===== src/qftm_pkg.sv =====
package qftm_pkg;

  localparam int DEPTH_DEFAULT = 8;

  localparam logic ACT_ENQUEUE = 1'b0;
  localparam logic ACT_FLUSH   = 1'b1;

  typedef enum logic [1:0] {
    ST_OK       = 2'd0,
    ST_OVERFLOW = 2'd1,
    ST_EMPTY    = 2'd2,
    ST_NOTFOUND = 2'd3
  } status_t;

  // controller -> datapath
  typedef struct packed {
    logic    enq;        // write value at tail
    logic    start;      // begin scan at head
    logic    step;       // advance scan by one entry
    logic    hit;        // drop entries through scan pointer
    logic    load;       // capture result
    status_t res_status;
  } dp_cmd_t;

  // datapath -> controller
  typedef struct packed {
    logic full;
    logic empty;
    logic match;
    logic last;
  } dp_stat_t;

endpackage


===== src/queue_flush_through_match_top.sv =====
// Enqueue, overflow and empty-flush transactions: result registered on accept.
// Flush with entries: one stored entry compared per cycle through the single memory
// read port, from the head until a match or the last stored entry.
// Enqueue and empty flush do not hold the sequencer; a scanning flush blocks input
// until its scan ends.
// Reset (rst, synchronous, active high) empties the queue; stored data is not cleared.
module queue_flush_through_match_top #(
  parameter int DEPTH = qftm_pkg::DEPTH_DEFAULT
) (
  input  logic               clk,
  input  logic               rst,
  input  logic               in_valid,
  output logic               in_ready,
  input  logic               action,
  input  logic signed [31:0] value,
  output logic               out_valid,
  input  logic               out_ready,
  output logic [1:0]         status,
  output logic [3:0]         count
);

  // Storage is a circular buffer: a flush that hits only moves the head
  // past the matching entry, which keeps later entries in order without
  // any compaction pass.
  // Next transaction is taken once the result register is free or being drained.
  qftm_pkg::dp_cmd_t  cmd;
  qftm_pkg::dp_stat_t stat;

  // Sequencer: accept, scan, result handshake.
  qftm_ctrl u_ctrl (
    .clk       (clk),
    .rst       (rst),
    .in_valid  (in_valid),
    .in_ready  (in_ready),
    .action    (action),
    .out_valid (out_valid),
    .out_ready (out_ready),
    .stat      (stat),
    .cmd       (cmd)
  );

  // Memory, pointers, fill level, comparator and result registers.
  qftm_dpath #(
    .DEPTH (DEPTH)
  ) u_dpath (
    .clk    (clk),
    .rst    (rst),
    .value  (value),
    .cmd    (cmd),
    .stat   (stat),
    .status (status),
    .count  (count)
  );

endmodule


===== src/qftm_ctrl.sv =====
module qftm_ctrl (
  input  logic               clk,
  input  logic               rst,
  input  logic               in_valid,
  output logic               in_ready,
  input  logic               action,
  output logic               out_valid,
  input  logic               out_ready,
  input  qftm_pkg::dp_stat_t stat,
  output qftm_pkg::dp_cmd_t  cmd
);

  typedef enum logic [1:0] {
    S_IDLE = 2'b01,
    S_SCAN = 2'b10
  } state_t;

  state_t state, state_next;
  logic   out_valid_next;
  logic   accept;

  assign in_ready = (state == S_IDLE) && (!out_valid || out_ready);
  assign accept   = in_valid && in_ready;

  always_comb begin
    state_next     = state;
    cmd            = '0;
    cmd.res_status = qftm_pkg::ST_OK;
    unique case (state)
      S_IDLE: begin
        if (accept) begin
          if (action == qftm_pkg::ACT_ENQUEUE) begin
            cmd.enq        = !stat.full;
            cmd.load       = 1'b1;
            cmd.res_status = stat.full ? qftm_pkg::ST_OVERFLOW : qftm_pkg::ST_OK;
          end else if (stat.empty) begin
            cmd.load       = 1'b1;
            cmd.res_status = qftm_pkg::ST_EMPTY;
          end else begin
            cmd.start  = 1'b1;
            state_next = S_SCAN;
          end
        end
      end
      S_SCAN: begin
        if (stat.match) begin
          cmd.hit        = 1'b1;
          cmd.load       = 1'b1;
          cmd.res_status = qftm_pkg::ST_OK;
          state_next     = S_IDLE;
        end else if (stat.last) begin
          cmd.load       = 1'b1;
          cmd.res_status = qftm_pkg::ST_NOTFOUND;
          state_next     = S_IDLE;
        end else begin
          cmd.step = 1'b1;
        end
      end
      default: state_next = S_IDLE;
    endcase
  end

  always_comb begin
    if (cmd.load) begin
      out_valid_next = 1'b1;
    end else if (out_ready) begin
      out_valid_next = 1'b0;
    end else begin
      out_valid_next = out_valid;
    end
  end

  always_ff @(posedge clk) begin
    if (rst) begin
      state     <= S_IDLE;
      out_valid <= 1'b0;
    end else begin
      state     <= state_next;
      out_valid <= out_valid_next;
    end
  end

endmodule


===== src/qftm_dpath.sv =====
module qftm_dpath #(
  parameter int DEPTH = qftm_pkg::DEPTH_DEFAULT
) (
  input  logic                clk,
  input  logic                rst,
  input  logic signed [31:0]  value,
  input  qftm_pkg::dp_cmd_t   cmd,
  output qftm_pkg::dp_stat_t  stat,
  output logic [1:0]          status,
  output logic [3:0]          count
);

  localparam int AW = (DEPTH > 1) ? $clog2(DEPTH) : 1;
  localparam int CW = $clog2(DEPTH + 1);

  logic signed [31:0] mem [DEPTH];
  logic signed [31:0] rdata;
  logic signed [31:0] key;
  logic [AW-1:0]      head, tail, rd_ptr, rd_addr;
  logic [AW-1:0]      idx;
  logic [CW-1:0]      fill, fill_next;
  logic [CW-1:0]      scanned;

  function automatic logic [AW-1:0] wrap_inc(input logic [AW-1:0] p);
    wrap_inc = (p == AW'(DEPTH - 1)) ? '0 : p + AW'(1);
  endfunction

  assign scanned    = CW'(idx) + CW'(1);
  assign stat.full  = (fill == CW'(DEPTH));
  assign stat.empty = (fill == '0);
  assign stat.match = (rdata == key);
  assign stat.last  = (scanned == fill);

  always_comb begin
    if (cmd.start) begin
      rd_addr = head;
    end else if (cmd.step) begin
      rd_addr = wrap_inc(rd_ptr);
    end else begin
      rd_addr = rd_ptr;
    end
  end

  always_comb begin
    if (cmd.enq) begin
      fill_next = fill + CW'(1);
    end else if (cmd.hit) begin
      fill_next = fill - scanned;
    end else begin
      fill_next = fill;
    end
  end

  // queue storage, one write and one registered read per cycle
  always_ff @(posedge clk) begin
    if (cmd.enq) begin
      mem[tail] <= value;
    end
    rdata <= mem[rd_addr];
  end

  always_ff @(posedge clk) begin
    rd_ptr <= rd_addr;
    if (cmd.start) begin
      key <= value;
      idx <= '0;
    end else if (cmd.step) begin
      idx <= idx + AW'(1);
    end
    if (cmd.load) begin
      status <= cmd.res_status;
      count  <= 4'(fill_next);
    end
  end

  always_ff @(posedge clk) begin
    if (rst) begin
      head <= '0;
      tail <= '0;
      fill <= '0;
    end else begin
      fill <= fill_next;
      if (cmd.enq) begin
        tail <= wrap_inc(tail);
      end
      if (cmd.hit) begin
        head <= wrap_inc(rd_ptr);
      end
    end
  end

endmodule


===== config.mk =====
export PLATFORM = sky130hd
export DESIGN_NAME = queue_flush_through_match_top
export DESIGN_NICKNAME = d
export VERILOG_FILES = /design/src/qftm_pkg.sv /design/src/queue_flush_through_match_top.sv /design/src/qftm_ctrl.sv /design/src/qftm_dpath.sv
export SDC_FILE = /design/constraint.sdc
export NUM_CORES = 1
export LEC_CHECK = 0
export BUFFER_PORTS_ARGS = -buffer_cell sky130_fd_sc_hd__buf_2
export CORE_UTILIZATION = 47
export CTS_BUF_LIST = sky130_fd_sc_hd__clkbuf_16
export DETAILED_ROUTE_END_ITERATION = 8
export GPL_ROUTABILITY_DRIVEN = 0
export GPL_TIMING_DRIVEN = 0
export PLACE_DENSITY = 0.63
export SLEW_MARGIN = 20
export SYNTH_ARGS = -nofsm -noshare
export SYNTH_HDL_FRONTEND = slang
export SYNTH_SLANG_ARGS = --single-unit

===== constraint.sdc =====
create_clock -name clk -period 6.1 [get_ports clk]
set_clock_uncertainty 0.15 [all_clocks]
set_input_delay 0 -clock clk [delete_from_list [all_inputs] [get_ports clk]]
set_output_delay 0 -clock clk [all_outputs]
set_load 0.05 [all_outputs]

==> run summary, run 1 <==
• **peak fanout along the critical path** 10
• **post-detailed-route via-to-cell ratio** 6.23
• **synthesized-area fraction occupied by adder cells** 0.0121
• **critical path start-end classification** flop to flop
• **final standard cell area without fillers** 0.0166 mm2
• **clock transition at the registers of the reported paths** 60 ps
• **placed cell count** 1367
• **dominant combinational cell family by area after synthesis** simple AND/OR/NAND/NOR gates
• **number of library cell types mapped by synthesis** 51
• **Clock Latency Late Sink** 530 ps
• **share of synthesized cell area in and, or, nand and nor gates** 0.124
• **compound-gate portion of the synthesized area** 0.0957
• **# Max-Cap Violations** 0
• **cell depth of the worst hold path** 3
• **Routed wire per std cell** 25.4 um
• **Initial DRT Pass Iterations** 6
• **Most used DFF post-synth** edfxtp_1
• **number of storage elements in the synthesis netlist** 345
• **Setup Total Neg Slack** 0 ps
• **maximum level of the CTS H-tree** 2
• **Worst IR Drop VDD** 0.259 mV
• **final count of pins violating max slew** 0
• **starting density of the core** 0.483
• **Worst R2R Setup Slack** 1870 ps
• **remaining routing DRC violations** 0
• **cell count after synthesis** 903
• **proportion of layout cells with a drive suffix above 1** 0.173
• **status** complete, no violations
• **mean cell area of the mapped netlist** 15.6 um2
• **first-pass GRT wire length** 55.9 mm
• **xor and xnor area share after synthesis** 0.0248
• **buffers from clock root to sink, at most** 3
• **end point of the worst hold path** u_dpath.fill[2]$_SDFF_PP0_
• **max_slew headroom** 0.365
• **final core utilization** 0.572
• **RSZ-0062 raised after global routing** false
• **DRT Wirelength** 37.3 mm
• **Synth Cell Area** 0.0141 mm2
• **via count** 9161
• **initial antenna violation count** 0
• **most frequent standard cell in the layout excluding fill and tap cells** edfxtp_1
• **count of final setup violators** 0
• **ratio of total power to cell area** 375 mW/mm2
• **min-delay worst type** primary input to flop
• **Data arrival, critical path** 4450 ps
• **Yosys warning total** 0
• **remaining global-route overflow** 0
• **area inside the core boundary** 0.0291 mm2
• **transition time of the tightest slew-check pin** 929 ps
• **placement row count** 62
• **FF-to-FF Start** u_dpath.key[30]$_DFFE_PP_
• **most frequent cells in the layout** edfxtp_1 (294), and4_1 (130), a2111oi_0 (128)
• **total of buffers placed on input and output ports** 44
• **number of top-level design ports** 45
• **cts bufs inserted** 37
• **critical path endpoint category** flop
• **largest net degree at the start of global routing** 42
• **relative area change from synthesis to final layout** 18.3%
• **net count reported at finish** 1107
• **Final Hold Vio Count** 0
• **die outline width** 175 um
• **Die Ht** 175 um
• **GRT Util Overall** 0.248
• **post-synthesis async set-or-reset flop share** 0
• **hold wc startpoint** rst
• **Root Buffer Master** clkbuf_16
• **# diodes** 0
• **non-filler cells, final** 1470
• **R2R Path End** u_dpath.rdata[3]$_DFF_P_
• **share of synthesized area occupied by flip-flops and latches** 0.701
• **final worst-path cycle share** 0.693
• **remaining antenna violation count** 0
• **net count of the mapped netlist** 953
• **clock sinks** 345
• **vias in the first global route** 8923
• **CP startpoint kind** flop
• **Worst Reg2Reg Path Length in Cells** 10
• **DRT iter0 DRCs** 983
• **leakage power total** 0.00558 uW
• **area of the die** 0.0306 mm2
• **timing-limited maximum frequency** 237 MHz
• **crit path time final** 4230 ps
• **hpwl dp** 24.7 mm
• **data required time of the worst path** 6320 ps
• **post-synthesis mux area share** 0.00365
• **area of placed instances** 0.0151 mm2
• **TritonCTS clock tree** done
• **number of flops mapped to enable cells by yosys** 294
through the flow:
step | worst slack, ps | hold slack (ps) | power, uW
after floorplan | 814 | -78.4 | 3560
after global placement | -2360 | 64.6 | 4010
after detailed placement | 1980 | 74.1 | 4030
after CTS | 1960 | 63.5 | 6240
after global routing | 1690 | 83.8 | 6450
final | 1870 | 69.8 | 6230
area by class of cell:
| cell class | instances | area, um2 |
|---|---|---|
| buffer | 90 | 492 |
| clock buffer | 39 | 976 |
| clock inverter | 29 | 225 |
| fill | 2329 | 12500 |
| inverter | 14 | 55.1 |
| multi-input combinational | 454 | 3700 |
| sequential | 345 | 9850 |
| tap | 384 | 480 |
| timing repair buffer | 115 | 847 |
report_power, final:
| part | internal (uW) | switching [uW] | total (uW) |
|---|---|---|---|
| Clock | 1320 | 892 | 2210 |
| Sequential | 2730 | 72.4 | 2800 |
| Combinational | 410 | 808 | 1220 |
Yosys cell counts (4+ instances only):
library cell / n / share of area
clkbuf_1: 51 / 0.014
dfxtp_1: 51 / 0.073
nor2_1: 10 / 0.0027
ha_1: 12 / 0.011
buf_2: 16 / 0.0057
nor4_1: 41 / 0.018
nand3_1: 4 / 0.0014
nor3_1: 5 / 0.0018
and4_1: 130 / 0.081
xor2_1: 35 / 0.022
a21oi_1: 14 / 0.0050
a2111oi_0: 128 / 0.080
edfxtp_1: 294 / 0.63
inv_1: 11 / 0.0029
nor2b_1: 5 / 0.0022
buf_6: 16 / 0.013
mux2i_1: 4 / 0.0028
nand2_1: 22 / 0.0059
logic make-up (layout without fill, tap and decap cells):
logic type               Yosys count  in the layout
AO/OA/AOI/OAI                    161            161
XOR/XNOR                          39             39
adder cells (fa/ha/maj)           13             13
buffers and inverters            104            287
flip-flops                       345            345
multiplexers                       5              5
AND/OR/NAND/NOR                  236            236
flip-flops by register name, indices dropped and copies added (netlist names):
register	count
u_dpath.rd_ptr	3
u_dpath.key	32
u_dpath.idx	3
u_ctrl.state	2
u_dpath.mem	256
u_dpath.fill	4
u_dpath.status	2
u_dpath.head	3
u_dpath.rdata	32
u_dpath.count	4
u_ctrl.out_valid	1
u_dpath.tail	3
critical path: stages (launching register included):
cell	delay, ps
edfxtp_1	370
xor2_1	240
nor4_1	840
and4_1	350
buf_6	130
nand3_1	150
clkbuf_1	340
clkbuf_1	330
and4_1	260
a2111oi_0	790
nor4_1	90
worst max-delay path by stage:
stage,start,to
after global placement,u_dpath.fill[0]$_SDFF_PP0_,u_dpath.mem[2][19]$_DFFE_PP_
after detailed placement,u_dpath.key[30]$_DFFE_PP_,u_dpath.rdata[3]$_DFF_P_
final,u_dpath.key[30]$_DFFE_PP_,u_dpath.rdata[3]$_DFF_P_
after floorplan,u_dpath.fill[1]$_SDFF_PP0_,u_dpath.mem[4][0]$_DFFE_PP_
after CTS,u_dpath.key[30]$_DFFE_PP_,u_dpath.rdata[3]$_DFF_P_
after global routing,u_dpath.fill[1]$_SDFF_PP0_,u_dpath.rdata[17]$_DFF_P_
per-layer routing:
metal,track usage,part of all wire,up-vias
met1,0.352,0.43,4540
met2,0.390,0.47,452
li1,-,-,4104
met5,0,0,-
met4,0.0812,0.024,0
met3,0.0400,0.076,65
what timing repair did:
item                                   in CTS  in global routing
setup buffers                               0                  0
hold buffers                               35                  0
endpoints found under the hold margin     303                  0
resized for setup                           0                  0
Power figures use the tool's default switching activity.
==> run 2, diff against run 1 <==
Settings changed: PLACE_DENSITY 0.63 to 0.65.
Clock period 6.1 ns to 3.8 ns, I/O delays scaled along.
==> run summary, run 2 (synthesis gave the netlist of run 1 again) <==
• **R2R Path End** u_dpath.rdata[3]$_DFF_P_
• **starting density of the core** 0.483
• **total power** 9810 uW
• **most frequent standard cell in the layout excluding fill and tap cells** edfxtp_1
• **Worst R2R Setup Slack** 160 ps
• **max_slew headroom** 0.473
• **maximum level of the CTS H-tree** 2
• **transition time of the tightest slew-check pin** 788 ps
• **final count of pins violating max slew** 0
• **Initial DRT Pass Iterations** 5
• **leakage power total** 0.00551 uW
• **critical path start-end classification** flop to flop
• **proportion of layout cells with a drive suffix above 1** 0.169
• **first-pass GRT wire length** 55.9 mm
• **net count reported at finish** 1096
• **number of top-level design ports** 45
• **DRT iter0 DRCs** 944
• **Routed wire per std cell** 25.7 um
• **most frequent cells in the layout** edfxtp_1 (294), and4_1 (130), a2111oi_0 (110)
• **post-CTS repair timing setup buffer count** 0
• **CP startpoint kind** flop
• **post-detailed-route via-to-cell ratio** 6.28
• **initial antenna violation count** 0
• **placement row count** 62
• **TritonCTS clock tree** done
• **DRT Wirelength** 37.5 mm
• **vias in the first global route** 9017
• **crit path time final** 3640 ps
• **Data arrival, critical path** 3890 ps
• **Final Hold Vio Count** 0
• **area inside the core boundary** 0.0291 mm2
• **hpwl dp** 24.4 mm
• **data required time of the worst path** 4040 ps
• **cts bufs inserted** 36
• **Worst Reg2Reg Path Length in Cells** 10
• **clock transition at the registers of the reported paths** 60 ps
• **relative area change from synthesis to final layout** 18.1%
• **registers with the most flip-flops** u_dpath.mem: 256 flops, u_dpath.key: 32 flops, u_dpath.rdata: 32 flops
• **# Max-Cap Violations** 0
• **clock sinks** 345
• **area of the die** 0.0306 mm2
• **max reg flops** 256
• **largest net degree at the start of global routing** 42
• **FF-to-FF Start** u_dpath.key[30]$_DFFE_PP_
• **status** complete, no violations
• **Setup Total Neg Slack** 0 ps
• **timing-limited maximum frequency** 274 MHz
• **final worst-path cycle share** 0.959
• **total of buffers placed on input and output ports** 44
• **final core utilization** 0.571
• **remaining antenna violation count** 0
• **die outline width** 175 um
• **crit path to** u_dpath.rdata[3]$_DFF_P_
• **final standard cell area without fillers** 0.0166 mm2
• **remaining global-route overflow** 0
• **# diodes** 0
• **Worst IR Drop VDD** 0.488 mV
• **via count** 9156
• **remaining routing DRC violations** 0
• **GRT Util Overall** 0.247
• **peak fanout along the critical path** 10
• **Root Buffer Master** clkbuf_16
• **area of placed instances** 0.0151 mm2
• **min-delay worst type** primary input to flop
• **Clock Latency Late Sink** 520 ps
• **critical path endpoint category** flop
• **ratio of total power to cell area** 591 mW/mm2
• **timing startpoint of the critical path** u_dpath.key[30]$_DFFE_PP_
• **Top reg by flops** u_dpath.mem
• **count of final setup violators** 0
• **Die Ht** 175 um
• **buffers from clock root to sink, at most** 3
==> run 2: cell count changes in the layout (fill, tap and decap cells not counted), sizes merged <==
cell	delta
buf	-10
bufinv	-3
clkbuf	-1
clkinv	-1
inv	+3
==> run 2: power breakdown <==
group | switching, uW | internal (uW) | leakage [uW]
Clock | 1410 | 1870 | 0.000591
Combinational | 1350 | 674 | 0.00183
Sequential | 120 | 4380 | 0.00308
==> run 2: cell type report <==
type	count	area, um2
clock buffers	38	951
multi-input cells	454	3800
clock inverters	28	150
fillers	2316	12500
inverters	14	60.1
flip-flops and latches	345	9850
well taps	384	480
repair buffers	105	823
plain buffers	90	494
==> run 2: critical path: stages (launching register included) <==
cell,delay [ps]
edfxtp_1,370
xor2_1,510
nor4_4,150
and4_1,240
buf_6,130
a2111o_2,510
nand3_2,150
buf_4,190
clkbuf_1,540
a2111oi_2,220
nor4_1,320
==> run 2: per-stage QoR <==
stage | hold WS, ps | setup WS [ps] | std cells
after floorplan | -78.4 | -732 | 903
after detailed placement | 65.2 | -286 | 1357
after CTS | 68.9 | 38.0 | 1458
after global routing | 110 | -4.73 | 1458
after global placement | 64.0 | -3440 | 1331
final | 70.6 | 155 | 1458
==> run 2: worst min-delay path by stage <==
| stage | cells after the start | endpoint | from |
|---|---|---|---|
| finish | 6 | u_ctrl.out_valid$_SDFFE_PP0P_ | in_valid |
| global route | 6 | u_ctrl.out_valid$_SDFFE_PP0P_ | in_valid |
| CTS | 5 | u_dpath.status[0]$_DFFE_PP_ | in_valid |
| detailed placement | 2 | u_dpath.fill[1]$_SDFF_PP0_ | rst |
| global placement | 2 | u_dpath.fill[0]$_SDFF_PP0_ | rst |
| floorplan | 1 | u_dpath.fill[0]$_SDFF_PP0_ | rst |
==> run 2: repair_timing <==
| item | 4_1_cts | 5_1_grt |
|---|---|---|
| hold buffers | 35 | 0 |
| endpoints found under the setup margin | 20 | 26 |
| gates resized for setup | 9 | 22 |
| hold endpoints to repair | 303 | 0 |
| cloned | 0 | 0 |
==> run 2: metal layers <==
layer,wire length (um),part of all wire,up-vias,GRT usage
met5,0,0,-,0
met4,881,0.023,0,0.0721
met3,2990,0.080,67,0.0513
met2,17800,0.47,401,0.400
met1,15900,0.42,4613,0.336
li1,-,-,4075,-
